File: src/rtl/sskg_pkg.sv
// ----------------------------------------------------------------------------
// sskg_pkg
// Shared constants, types and the gap table for the Knuth-gap Shell sorter.
// ----------------------------------------------------------------------------
package sskg_pkg;

  localparam int MAX_ELEMENTS = 64;
  localparam int WORD_W       = 64;
  localparam int TOTAL_W      = 16;
  localparam int GAP_FACTOR   = 3;
  localparam int GAP_SLOTS    = 8;
  localparam int GAP_IDX_W    = $clog2(GAP_SLOTS);
  localparam int GAP_CNT_W    = $clog2(GAP_SLOTS + 1);
  localparam int GAP_W        = 16;

  // Read address source for the element store
  typedef enum logic [1:0] {
    RD_J    = 2'd0,
    RD_PREV = 2'd1,
    RD_K    = 2'd2
  } rd_sel_t;

  // Commands from the controller to the datapath
  typedef struct packed {
    logic    load;       // store or drop the incoming word
    logic    gap_init;   // pick the largest gap below the count, j = gap
    rd_sel_t rd_sel;     // store read address
    logic    take_held;  // held = read data, pos = j
    logic    cnt_inc;    // count one loop test
    logic    wr_shift;   // store[pos] = read data, pos -= gap
    logic    wr_held;    // store[pos] = held
    logic    j_inc;      // advance to the next element of this gap
    logic    gap_down;   // step to the next smaller gap, j = gap
    logic    emit;       // read store[k], advance k, strobe next cycle
    logic    clear;      // end of set: clear count, drop mark and test count
  } cmd_t;

  // Status from the datapath to the controller
  typedef struct packed {
    logic has_gap;     // some gap lies below the count
    logic pos_lt_gap;  // insertion position reached the front
    logic greater;     // store[pos - gap] > held, signed
    logic j_last;      // j is the last element
    logic gap_last;    // current gap is 1
    logic k_last;      // k is the last element
  } sts_t;

  // Knuth gap for a table slot: 1, 4, 13, 40, 121, ...
  function automatic logic [GAP_W-1:0] knuth_gap(input logic [GAP_IDX_W-1:0] idx);
    logic [GAP_W-1:0] g;
    g = GAP_W'(1);
    for (int i = 0; i < GAP_SLOTS - 1; i++) begin
      if (i < int'(idx)) begin
        g = GAP_W'(g * GAP_W'(GAP_FACTOR) + GAP_W'(1));
      end
    end
    return g;
  endfunction

endpackage

File: src/rtl/sskg_ram.sv
// ----------------------------------------------------------------------------
// sskg_ram
// Generic single-write, single-read RAM with registered read data.
// ----------------------------------------------------------------------------
module sskg_ram #(
  parameter int WIDTH = 64,
  parameter int DEPTH = 64
) (
  input  logic                     clk,
  input  logic                     we,
  input  logic [$clog2(DEPTH)-1:0] waddr,
  input  logic [WIDTH-1:0]         wdata,
  input  logic [$clog2(DEPTH)-1:0] raddr,
  output logic [WIDTH-1:0]         rdata
);

  logic [WIDTH-1:0] mem [DEPTH];

  // Write port
  always_ff @(posedge clk) begin
    if (we) begin
      mem[waddr] <= wdata;
    end
  end

  // Registered read port
  always_ff @(posedge clk) begin
    rdata <= mem[raddr];
  end

endmodule

File: src/rtl/sskg_ctrl.sv
// ----------------------------------------------------------------------------
// sskg_ctrl
// Sequencer for load, gapped insertion passes and result emission.
// ----------------------------------------------------------------------------
module sskg_ctrl (
  input  logic            clk,
  input  logic            rst,
  input  logic            start,
  input  logic            is_final,
  input  sskg_pkg::sts_t  sts,
  output sskg_pkg::cmd_t  cmd,
  output logic            busy
);

  typedef enum logic [8:0] {
    S_IDLE  = 9'b000000001,
    S_SETUP = 9'b000000010,
    S_JREAD = 9'b000000100,
    S_JWAIT = 9'b000001000,
    S_TEST  = 9'b000010000,
    S_CMP   = 9'b000100000,
    S_GAPNX = 9'b001000000,
    S_EMIT  = 9'b010000000,
    S_DRAIN = 9'b100000000
  } state_t;

  state_t state;
  state_t state_next;

  // State register
  always_ff @(posedge clk) begin
    if (rst) begin
      state <= S_IDLE;
    end else begin
      state <= state_next;
    end
  end

  assign busy = (state != S_IDLE);

  // Next state and commands
  always_comb begin
    state_next = state;
    cmd        = '0;
    cmd.rd_sel = sskg_pkg::RD_J;
    case (state)
      S_IDLE: begin
        if (start) begin
          cmd.load = 1'b1;
          if (is_final) begin
            state_next = S_SETUP;
          end
        end
      end
      S_SETUP: begin
        cmd.gap_init = 1'b1;
        state_next   = sts.has_gap ? S_JREAD : S_EMIT;
      end
      S_JREAD: begin
        cmd.rd_sel = sskg_pkg::RD_J;
        state_next = S_JWAIT;
      end
      S_JWAIT: begin
        cmd.take_held = 1'b1;
        state_next    = S_TEST;
      end
      S_TEST: begin
        cmd.cnt_inc = 1'b1;
        cmd.rd_sel  = sskg_pkg::RD_PREV;
        if (sts.pos_lt_gap) begin
          cmd.wr_held = 1'b1;
          cmd.j_inc   = 1'b1;
          state_next  = sts.j_last ? S_GAPNX : S_JREAD;
        end else begin
          state_next = S_CMP;
        end
      end
      S_CMP: begin
        if (sts.greater) begin
          cmd.wr_shift = 1'b1;
          state_next   = S_TEST;
        end else begin
          cmd.wr_held = 1'b1;
          cmd.j_inc   = 1'b1;
          state_next  = sts.j_last ? S_GAPNX : S_JREAD;
        end
      end
      S_GAPNX: begin
        if (sts.gap_last) begin
          state_next = S_EMIT;
        end else begin
          cmd.gap_down = 1'b1;
          state_next   = S_JREAD;
        end
      end
      S_EMIT: begin
        cmd.rd_sel = sskg_pkg::RD_K;
        cmd.emit   = 1'b1;
        if (sts.k_last) begin
          state_next = S_DRAIN;
        end
      end
      S_DRAIN: begin
        cmd.clear  = 1'b1;
        state_next = S_IDLE;
      end
      default: begin
        state_next = S_IDLE;
      end
    endcase
  end

endmodule

File: src/rtl/sskg_dp.sv
// ----------------------------------------------------------------------------
// sskg_dp
// Element store, indexes, gap selection, test counter and result registers.
// ----------------------------------------------------------------------------
module sskg_dp #(
  parameter int MAX_ELEMENTS = sskg_pkg::MAX_ELEMENTS
) (
  input  logic                             clk,
  input  logic                             rst,
  input  sskg_pkg::cmd_t                   cmd,
  input  logic signed [sskg_pkg::WORD_W-1:0] element_value,
  output sskg_pkg::sts_t                   sts,
  output logic                             done,
  output logic signed [sskg_pkg::WORD_W-1:0] sorted_value,
  output logic [sskg_pkg::TOTAL_W-1:0]     comparison_total,
  output logic                             final_out,
  output logic                             overflow_flag
);

  localparam int CNT_W  = $clog2(MAX_ELEMENTS + 1);
  localparam int ADDR_W = $clog2(MAX_ELEMENTS);
  localparam int W      = sskg_pkg::WORD_W;
  localparam int GI_W   = sskg_pkg::GAP_IDX_W;

  logic [CNT_W-1:0]            count;
  logic                        dropped;
  logic [sskg_pkg::TOTAL_W-1:0] tests;
  logic [W-1:0]                held;
  logic [CNT_W-1:0]            pos;
  logic [CNT_W-1:0]            j;
  logic [CNT_W-1:0]            k;
  logic [GI_W-1:0]             gi;
  logic                        emit_v;
  logic                        emit_last;

  logic [sskg_pkg::GAP_CNT_W-1:0] ngaps;
  logic [GI_W-1:0]             gi_start;
  logic [GI_W-1:0]             gi_down;
  logic [CNT_W-1:0]            gap;
  logic [CNT_W-1:0]            gap_start;
  logic [CNT_W-1:0]            gap_lower;

  logic                        we;
  logic [ADDR_W-1:0]           waddr;
  logic [W-1:0]                wdata;
  logic [ADDR_W-1:0]           raddr;
  logic [W-1:0]                rdata;

  // Count the gaps below the set size
  always_comb begin
    ngaps = '0;
    for (int i = 0; i < sskg_pkg::GAP_SLOTS; i++) begin
      if (sskg_pkg::knuth_gap(GI_W'(i)) < sskg_pkg::GAP_W'(count)) begin
        ngaps = ngaps + 1'b1;
      end
    end
  end

  assign gi_start  = GI_W'(ngaps - 1'b1);
  assign gi_down   = gi - 1'b1;
  assign gap       = CNT_W'(sskg_pkg::knuth_gap(gi));
  assign gap_start = CNT_W'(sskg_pkg::knuth_gap(gi_start));
  assign gap_lower = CNT_W'(sskg_pkg::knuth_gap(gi_down));

  // Status to the controller
  always_comb begin
    sts.has_gap    = (ngaps != '0);
    sts.pos_lt_gap = (pos < gap);
    sts.greater    = ($signed(rdata) > $signed(held));
    sts.j_last     = (j + 1'b1 == count);
    sts.gap_last   = (gi == '0);
    sts.k_last     = (k + 1'b1 == count);
  end

  // Store port selection
  always_comb begin
    we    = 1'b0;
    waddr = pos[ADDR_W-1:0];
    wdata = held;
    if (cmd.load) begin
      we    = (count < CNT_W'(MAX_ELEMENTS));
      waddr = count[ADDR_W-1:0];
      wdata = element_value;
    end else if (cmd.wr_shift) begin
      we    = 1'b1;
      wdata = rdata;
    end else if (cmd.wr_held) begin
      we    = 1'b1;
    end
    case (cmd.rd_sel)
      sskg_pkg::RD_J:    raddr = j[ADDR_W-1:0];
      sskg_pkg::RD_PREV: raddr = ADDR_W'(pos - gap);
      sskg_pkg::RD_K:    raddr = k[ADDR_W-1:0];
      default:           raddr = j[ADDR_W-1:0];
    endcase
  end

  sskg_ram #(
    .WIDTH (W),
    .DEPTH (MAX_ELEMENTS)
  ) u_store (
    .clk   (clk),
    .we    (we),
    .waddr (waddr),
    .wdata (wdata),
    .raddr (raddr),
    .rdata (rdata)
  );

  // Set bookkeeping: fill count, drop mark, loop test count
  always_ff @(posedge clk) begin
    if (rst || cmd.clear) begin
      count   <= '0;
      dropped <= 1'b0;
      tests   <= '0;
    end else begin
      if (cmd.load) begin
        if (count < CNT_W'(MAX_ELEMENTS)) begin
          count <= count + 1'b1;
        end else begin
          dropped <= 1'b1;
        end
      end
      if (cmd.cnt_inc && (tests != '1)) begin
        tests <= tests + 1'b1;
      end
    end
  end

  // Sort indexes and held word
  always_ff @(posedge clk) begin
    if (cmd.gap_init) begin
      gi <= gi_start;
      j  <= gap_start;
    end else if (cmd.gap_down) begin
      gi <= gi_down;
      j  <= gap_lower;
    end else if (cmd.j_inc) begin
      j <= j + 1'b1;
    end
    if (cmd.take_held) begin
      held <= rdata;
      pos  <= j;
    end else if (cmd.wr_shift) begin
      pos <= pos - gap;
    end
  end

  // Emission index and strobe
  always_ff @(posedge clk) begin
    if (rst || cmd.clear) begin
      k         <= '0;
      emit_v    <= 1'b0;
      emit_last <= 1'b0;
    end else begin
      emit_v    <= cmd.emit;
      emit_last <= cmd.emit && sts.k_last;
      if (cmd.emit) begin
        k <= k + 1'b1;
      end
    end
  end

  assign done             = emit_v;
  assign sorted_value     = rdata;
  assign comparison_total = tests;
  assign final_out        = emit_last;
  assign overflow_flag    = dropped;

endmodule

File: src/rtl/shell_sort_knuth_gaps_top.sv
// ----------------------------------------------------------------------------
// shell_sort_knuth_gaps_top
// Loads a set of signed words, Shell sorts them with Knuth gaps, streams out.
// ----------------------------------------------------------------------------
//  channel  | handshake         | payload
//  ---------+-------------------+---------------------------------------------
//  input    | start & !busy     | element_value, is_final
//  result   | done (1 cycle)    | sorted_value, comparison_total, final_out,
//           |                   | overflow_flag
//
// Words load at one per cycle while busy is low. After the final word the sort
// picks the largest gap below the set size, then per gap reads each element,
// holds it and shifts larger words up by the gap until it fits, each store
// read being registered. The results then follow back to back and the set
// clears with the last; busy is high from the final word to the last result.
// Reset (rst, synchronous) empties the set; the receiver cannot stall.
// ----------------------------------------------------------------------------
module shell_sort_knuth_gaps_top #(
  parameter int MAX_ELEMENTS = sskg_pkg::MAX_ELEMENTS
) (
  input  logic                               clk,
  input  logic                               rst,
  input  logic                               start,
  output logic                               busy,
  input  logic signed [sskg_pkg::WORD_W-1:0] element_value,
  input  logic                               is_final,
  output logic                               done,
  output logic signed [sskg_pkg::WORD_W-1:0] sorted_value,
  output logic [sskg_pkg::TOTAL_W-1:0]       comparison_total,
  output logic                               final_out,
  output logic                               overflow_flag
);

  sskg_pkg::cmd_t cmd;
  sskg_pkg::sts_t sts;

  sskg_ctrl u_ctrl (
    .clk      (clk),
    .rst      (rst),
    .start    (start),
    .is_final (is_final),
    .sts      (sts),
    .cmd      (cmd),
    .busy     (busy)
  );

  sskg_dp #(
    .MAX_ELEMENTS (MAX_ELEMENTS)
  ) u_dp (
    .clk              (clk),
    .rst              (rst),
    .cmd              (cmd),
    .element_value    (element_value),
    .sts              (sts),
    .done             (done),
    .sorted_value     (sorted_value),
    .comparison_total (comparison_total),
    .final_out        (final_out),
    .overflow_flag    (overflow_flag)
  );

endmodule

File: config.mk
export PLATFORM = sky130hd
export DESIGN_NAME = shell_sort_knuth_gaps_top
export DESIGN_NICKNAME = d
export VERILOG_FILES = /design/src/rtl/sskg_pkg.sv /design/src/rtl/sskg_ram.sv /design/src/rtl/sskg_ctrl.sv /design/src/rtl/sskg_dp.sv /design/src/rtl/shell_sort_knuth_gaps_top.sv
export SDC_FILE = /design/constraint.sdc
export NUM_CORES = 2
export LEC_CHECK = 0
export ABC_AREA = 0
export ABC_CLOCK_PERIOD_IN_PS = 9100
export BUFFER_PORTS_ARGS = -buffer_cell sky130_fd_sc_hd__clkbuf_2
export CORE_UTILIZATION = 50
export DETAILED_ROUTE_END_ITERATION = 10
export HOLD_SLACK_MARGIN = 0.05
export PLACE_DENSITY_LB_ADDON = 0.15
export SYNTH_ARGS = -nofsm -noshare
export SYNTH_HDL_FRONTEND = slang
export SYNTH_SLANG_ARGS = --single-unit
File: constraint.sdc
create_clock -name clk -period 9.1 [get_ports clk]
set_clock_uncertainty 0.05 [all_clocks]
set_input_delay 0.455 -clock clk [delete_from_list [all_inputs] [get_ports clk]]
set_output_delay 0.455 -clock clk [all_outputs]
set_load 0.05 [all_outputs]
## Word-level counts from Yosys, hierarchy flattened

Memories as Yosys holds them, arrays and structs flattened. A register that Yosys moved wholly into a read port is not among the register bits.
Index checks and enable logic that the tools add are counted.

- Register bits after elaboration: 123
- Memory bits (writable): 4,096
- Input bits: 68
- Memories: 1

- $lt $le $gt $ge: 32
- Reductions and logical operators: 11
- Add/subtract/negate cells: 32
- Multipliers: 18
- Equality and inequality tests: 18
- Mux-type cells: 69
- Bitwise logic cells: 1

Memories:

| name | depth | bits a word | rd ports | clocked after Yosys merged registers in | wr ports | line | RTL |
|---|---|---|---|---|---|---|---|
| u_dp.u_store.mem | 64 | 64 | 1 | 1 | 1 | sskg_ram.sv:17 | `logic [WIDTH-1:0] mem [DEPTH];` |

Operator list:

| cell | number |
|---|---|
| 16-bit by 1-bit adder with 16-bit output, second input constant | 16 |
| 16-bit by 2-bit multiplier with 16-bit output, second input constant | 15 |
| 16-bit 2-to-1 mux | 15 |
| 64-bit 2-to-1 mux | 2 |
| 9-bit one-hot mux with 8 select lines | 1 |
| 64-bit greater-than comparator | 1 |
| 7-bit 2-to-1 mux | 9 |
| 16-bit by 2-bit multiplier with 7-bit output, second input constant | 3 |
| 9-bit 2-to-1 mux | 5 |
| 7-bit by 1-bit adder with 7-bit output, second input constant | 6 |
| 4-bit 2-to-1 mux | 7 |
| 3-bit < comparator, first input constant | 9 |
| 4-bit by 1-bit adder with 4-bit output, second input constant | 6 |
| 1-bit by 3-bit < comparator with 1-bit output, first input constant | 6 |
| 2-bit by 3-bit < comparator with 1-bit output, first input constant | 6 |
| 1-bit 2-to-1 mux | 17 |
| 8-bit 2-to-1 mux | 2 |
| 16-bit != test, second input constant | 1 |
| 3-bit 2-to-1 mux | 5 |
| 7-bit equality test | 2 |
| 12-bit by 7-bit < comparator with 1-bit output, first input constant | 1 |
| 6-bit one-hot mux with 2 select lines | 1 |
| 11-bit by 7-bit < comparator with 1-bit output, first input constant | 1 |
| 9-bit by 1-bit equality test with 1-bit output, second input constant | 1 |
| 36 further kinds | 43 |

## Longest topological paths before layout

- Depth in word-level cells: 38
- Mapped depth: 37
- Gate-level depth less buffers: 37

## Cells and area by module

A second synthesis with hierarchy kept.

- Cell total of the unflattened synthesis: 7,875
- Area total of the unflattened synthesis: 167,295.4 um^2

By module, submodules not included:

| module | sequential area each (um^2) | area each (um^2) | times used | cells each |
|---|---|---|---|---|
| sskg_ram | 124,279.2 | 156,348.7 | 1 | 6,598 |
| sskg_dp | 3,093.0 | 10,375.0 | 1 | 1,213 |
| sskg_ctrl | 180.2 | 571.8 | 1 | 64 |

## Worst setup path before layout

OpenSTA, ideal clock, no wires.

- Path type: register -> register
- Start point: register u_dp.gi[0]
- End point: memory u_dp.u_store.mem[37][0] (enable)
- Arrival: 9,395 ps
- Buffers on the path: 1
- Slack: -832 ps
- Setup time: 487 ps
- Cell stages (with the launch flop): 38
- Data required time: 8,563 ps
- Cells stage by stage: edfxtp_1 > clkbuf_1 > nor2_1 > o21ai_0 > inv_1 > ha_1 > o21ai_0 > inv_1 > ha_1 > xor2_1 > nand2_1 > o21ai_0 > inv_1 > ha_1 > xor2_1 > nor2_1 > a21oi_1 > inv_1 > [2 not listed] > nand2_1 > o21ai_0 > ha_1 > or2_2 > a21oi_1 > a21oi_1 > xor2_1 > a221oi_1 > xor2_1 > nand2_1 > xnor2_1 > nand2_1 > ha_1 > a21oi_1 > a21boi_0 > o21ai_0 > nand2_1 > nor2_1

- Cells in the longest elaborated chain, start to end: 28
- Elaborated cells between the ends (all ways): 34
- Classes of those cells: add/sub: 6; mul: 6; order compare: 8; mux: 14

RTL lines:

| element | line | RTL |
|---|---|---|
| start: declaration | sskg_dp.sv:32 | `logic [GI_W-1:0] gi;` |
| start signal: assignment | sskg_dp.sv:133 | `gi <= gi_start;` |
| start signal: assignment | sskg_dp.sv:136 | `gi <= gi_down;` |
| 1-bit by 3-bit < comparator with 1-bit output | sskg_pkg.sv:53 | `if (i < int'(idx)) begin` |
| 3-bit 2-to-1 mux | sskg_pkg.sv:53 |  |
| 16-bit by 2-bit multiplier with 16-bit output | sskg_pkg.sv:54 | `g = GAP_W'(g * GAP_W'(GAP_FACTOR) + GAP_W'(1));` |
| 16-bit by 1-bit adder with 16-bit output | sskg_pkg.sv:54 |  |
| 16-bit 2-to-1 mux | sskg_pkg.sv:53 |  |
| 16-bit by 2-bit multiplier with 16-bit output | sskg_pkg.sv:54 |  |
| 16-bit by 1-bit adder with 16-bit output | sskg_pkg.sv:54 |  |
| 16-bit 2-to-1 mux | sskg_pkg.sv:53 |  |
| [12 not listed] | n/a |  |
| 7-bit < comparator (*) | sskg_dp.sv:68 | `sts.pos_lt_gap = (pos < gap);` |
| 2-bit 2-to-1 mux (*) | sskg_ctrl.sv:70 | `if (sts.pos_lt_gap) begin` |
| 2-bit one-hot mux with 2 select lines (*) | sskg_ctrl.sv:46 | `case (state)` |
| 1-bit 2-to-1 mux (*) | sskg_dp.sv:87 | `end else if (cmd.wr_held) begin` |
| 1-bit 2-to-1 mux (*) | sskg_dp.sv:84 | `end else if (cmd.wr_shift) begin` |
| 1-bit 2-to-1 mux (*) | sskg_dp.sv:80 | `if (cmd.load) begin` |
| 1-bit 2-to-1 mux (*) | sskg_ram.sv:21 | `if (we) begin` |
| 1-bit 2-to-1 mux (implied by the code) (*) | sskg_ram.sv:22 | `mem[waddr] <= wdata;` |
| end: declaration | sskg_ram.sv:17 |  |

Mark *: on every way between the ends. The rest lies on a longest branch, timed or not.

## Final worst setup path

- Start point: register u_dp.gi[0]
- End point: memory u_dp.u_store.mem[32][19] (enable)

The elaborated chain is that of the path after synthesis.

==> results.json <==
{
  "max_slew.worst_pin.slew_ns": 1.33,
  "cts-buffers-inserted": 428,
  "max_stage_delay_ns": 0.52,
  "final-instance-count-excl-fill": 14200,
  "initial_antenna_violation_count": 33,
  "power_switching_w": 0.0117,
  "worst_setup_hold_path_clk_slew_ns": 0.06,
  "post_cts_resized": 0,
  "post_synth_instance_area_sq_mm": 0.169,
  "port_buffers": 151,
  "finalWorstPathRequiredPeriod_ns": 8.41,
  "ys_ff_latch": 4283,
  "clock_tree_from_tritoncts": "yes",
  "via_count": 89700,
  "met3_length_um": 46100,
  "postSynthCellCount": 8502,
  "tritoncts_num_sinks": 4283,
  "setup.worst_path.class": "reg2reg",
  "placedCellCount": 13400,
  "nets": 9497,
  "pre_cts_slack_ns": 0.662,
  "hp-class": "in2reg",
  "timing.slew.headroom_pct": 10.8,
  "wire_per_inst_um": 34.4,
  "async_reset_ff_share_pct": 0,
  "detailedRoute.firstPassIterationCount": 6,
  "post_route_cells_drive_above_1_share_pct": 27.3,
  "placement_rows": 213,
  "outcome": "finished clean",
  "ios": 152,
  "initial_core_util_pct": 50.2,
  "die_h_um": 584,
  "static-leakage-power_nw": 63.6,
  "synth_flop_cell": "sky130_fd_sc_hd__edfxtp_1",
  "core_sq_mm": 0.337,
  "cts.htree.levels": 5,
  "drt_drc_violations_left": 0,
  "detailedPlacementHpwl_um": 307000,
  "die_area_sq_mm": 0.340,
  "required_ns": 9.75,
  "critPathCaptureType": "flip-flop",
  "synthToLayoutAreaGrowth_pct": 16.9,
  "highest_layer": "met5",
  "grt_max_degree": 137,
  "power.switching_fraction_pct": 25.1,
  "sort_of_element_at_the_start_of_the_critical_path": "flip-flop",
  "finalSetupViolCount": 0,
  "cts_root_buffer": "sky130_fd_sc_hd__clkbuf_16",
  "met1Wirelength_um": 192000,
  "yosys_warnings": 0,
  "final_antenna_net_count": 0,
  "clock_path_buffers": 4,
  "cp_common_cell": "sky130_fd_sc_hd__ha_1",
  "post_synthesis_mean_instance_area_sq_um": 19.9,
  "synth_sequential_area_ratio_pct": 75.4,
  "power.clock.fraction_pct": 38.5,
  "wl_um": 487000,
  "grt_util_all_layers_pct": 28.6,
  "cap_violations": 0,
  "vias_per_cell": 6.33,
  "clkLatencyLatePin_ns": 0.97,
  "die_width_um": 584,
  "fmax_mhz": 119,
  "period_utilisation_layout_pct": 92.5,
  "comb_power_share_pct": 11.8,
  "finalHoldViolCount": 0,
  "peakVddDrop_v": 0.000163,
  "postCtsSetupBuffers": 0,
  "critPathMaxFanout": 16,
  "grt_overflow_total": 0,
  "synth_enable_flop_cells": 4177,
  "last_weighted_congestion_value_of_the_routability_driven_placer": 0.864,
  "met2_length_um": 233000,
  "critPathArrivalTime_ns": 9.07,
  "worst_slack_ns": 0.685,
  "grt_pass1_wl_um": 685000,
  "power_density_mw_per_mm2": 236,
  "slew_violations": 0,
  "critical_path.slowest_cell": "sky130_fd_sc_hd__a21boi_0",
  "power.internal_w": 0.0350,
  "via_count_of_the_first_global_routing_pass": 88900,
  "rsz_0062_raised_after_global_routing": "no",
  "seqPwrFrac_pct": 49.7,
  "netlist-cell-type-count": 68,
  "detailed_router_s_first_iteration_violation_count": 11700
}
==> worst max-delay path: cells and delay by family (launching register included) <==
kind,cells,cell delay [ns]
AO/OA/AOI/OAI,11,2.40
adder cells (fa/ha/maj),7,1.97
XOR/XNOR,6,0.98
buffers and inverters,8,1.39
flip-flops,1,0.43
AND/OR/NAND/NOR,8,0.86
==> final timing paths <==
path	cells past startpoint	start	to	slack, ns
worst max-delay path	40	u_dp.gi[0]	u_dp.u_store.mem[32][19]	0.69
worst min-delay path	3	element_value[55]	u_dp.u_store.mem[23][55]	0.13
worst max register to register	40	u_dp.gi[0]	u_dp.u_store.mem[32][19]	0.69
worst min register to register	0	u_dp.u_store.rdata[26]	u_dp.held[26]	0.45
==> through the flow <==
step | power, W | setup TNS [ns] | hold WS (ns) | area [sq um] | util, %
floorplan | 0.0264 | -3287.34 | 0.417 | 169000 | -
global placement | 0.0290 | 0 | 0.434 | 183000 | 54.4
detailed placement | 0.0291 | 0 | 0.442 | 183000 | 54.4
CTS | 0.0469 | 0 | 0.0654 | 198000 | 58.7
global route | 0.0479 | 0 | 0.0923 | 198000 | 58.7
finish | 0.0467 | 0 | 0.126 | 198000 | 58.7
==> power by group through the flow <==
stage	Combinational (W)	Sequential (W)	Clock, W
floorplan	0.00264	0.0238	0
finish	0.00550	0.0232	0.0180
global route	0.00578	0.0232	0.0189
detailed placement	0.00550	0.0236	0
global placement	0.00543	0.0236	0
CTS	0.00551	0.0232	0.0182
==> final cells by class <==
| cell class | count | area, sq um |
|---|---|---|
| diodes | 6 | 15.0 |
| clock buffers | 535 | 11500 |
| clock inverters | 260 | 2830 |
| fillers | 24300 | 139000 |
| inverters | 114 | 430 |
| multi-input cells | 3617 | 40300 |
| flip-flops and latches | 4283 | 128000 |
| well taps | 4515 | 5650 |
| repair buffers | 841 | 9360 |
==> what timing repair did <==
action | CTS | global route
hold endpoints to repair | 122 | 0
hold buffers | 15 | 0
endpoints found under the setup margin | 0 | 0
==> synthesized netlist by cell type (all sizes together) (3+ instances only) <==
library cell  count  share of area [%]
and4              6              0.031
o31ai             6              0.030
inv             114               0.25
and2            264               0.98
mux4           1024                 14
a211oi          330                1.5
nor3             15              0.044
a21boi            4              0.018
o21a              9              0.040
o211ai            7              0.031
xnor2            61               0.32
nor2b             5              0.019
o21bai            5              0.022
nand3            31              0.092
nor3b             3              0.013
ha              143                1.1
o22ai             7              0.026
nand4            17              0.063
o21ai           128               0.38
clkbuf          323               0.72
nor2            164               0.36
mux2              4              0.027
a311oi          128               0.66
or3              14              0.052
xor2             37               0.19
edfxtp         4177                 74
a21oi           203               0.60
a22oi             6              0.027
nand2b            5              0.019
dfxtp           106                1.3
or2               3              0.011
nand2           702                1.6
nand3b           10              0.044
nand4b            3              0.016
nor4             11              0.041
and3              7              0.026
buf             168               0.52
mux2i            75               0.44
a21o             13              0.058
a31oi           134               0.50
==> flip-flops by register name, indices dropped and copies added, names as in the netlist <==
name and cells:
u_dp.done 1, u_dp.gi 3, u_dp.held 64, u_dp.u_store.mem 4096
u_dp.k 7, u_dp.comparison_total 16, u_dp.j 7, u_dp.pos 7
u_dp.final_out 1, u_dp.overflow_flag 1, u_dp.u_store.rdata 64, u_ctrl.state 9
u_dp.count 7
==> cells in the final DEF (no fill, tap or decap), types with 23 or more instances in the layout <==
master,instances
sky130_fd_sc_hd__edfxtp_1,4177
sky130_fd_sc_hd__mux4_2,1024
sky130_fd_sc_hd__nand2_1,702
sky130_fd_sc_hd__clkbuf_16,439
sky130_fd_sc_hd__buf_4,404
sky130_fd_sc_hd__a211oi_1,329
sky130_fd_sc_hd__buf_12,271
sky130_fd_sc_hd__and2_1,263
sky130_fd_sc_hd__a21oi_1,200
sky130_fd_sc_hd__clkbuf_2,151
sky130_fd_sc_hd__ha_1,143
sky130_fd_sc_hd__a31oi_1,134
sky130_fd_sc_hd__a311oi_1,128
sky130_fd_sc_hd__inv_1,113
sky130_fd_sc_hd__dfxtp_1,106
sky130_fd_sc_hd__nor2_1,100
sky130_fd_sc_hd__clkbuf_1,80
sky130_fd_sc_hd__clkinv_1,79
sky130_fd_sc_hd__clkinv_2,76
sky130_fd_sc_hd__mux2i_1,75
sky130_fd_sc_hd__o21ai_4,67
sky130_fd_sc_hd__nor2_4,64
sky130_fd_sc_hd__xnor2_1,60
sky130_fd_sc_hd__o21ai_0,58
sky130_fd_sc_hd__bufinv_16,51
sky130_fd_sc_hd__xor2_1,37
sky130_fd_sc_hd__nand3_1,31
sky130_fd_sc_hd__clkinvlp_4,23
==> routing by layer <==
| metal | GRT usage [%] | up-vias |
|---|---|---|
| met3 | 5.65 | 669 |
| met2 | 45.2 | 4572 |
| met1 | 40.6 | 47900 |
| met4 | 8.36 | 12 |
| li1 | - | 36500 |
| met5 | 0 | - |
==> logic make-up (layout without fill, tap and decap cells) <==
group	count (synthesis)	after routing	share of synthesized area (%)
flip-flops	4283	4283	75.4
AND/OR/NAND/NOR	1265	1265	3.39
multiplexers	1103	1103	14.1
AO/OA/AOI/OAI	1002	1002	3.97
buffers and inverters	605	1750	1.49
adder cells (fa/ha/maj)	144	144	1.07
XOR/XNOR	99	99	0.525
other	1	10	0.00222
(Power assumes the default switching activity.)
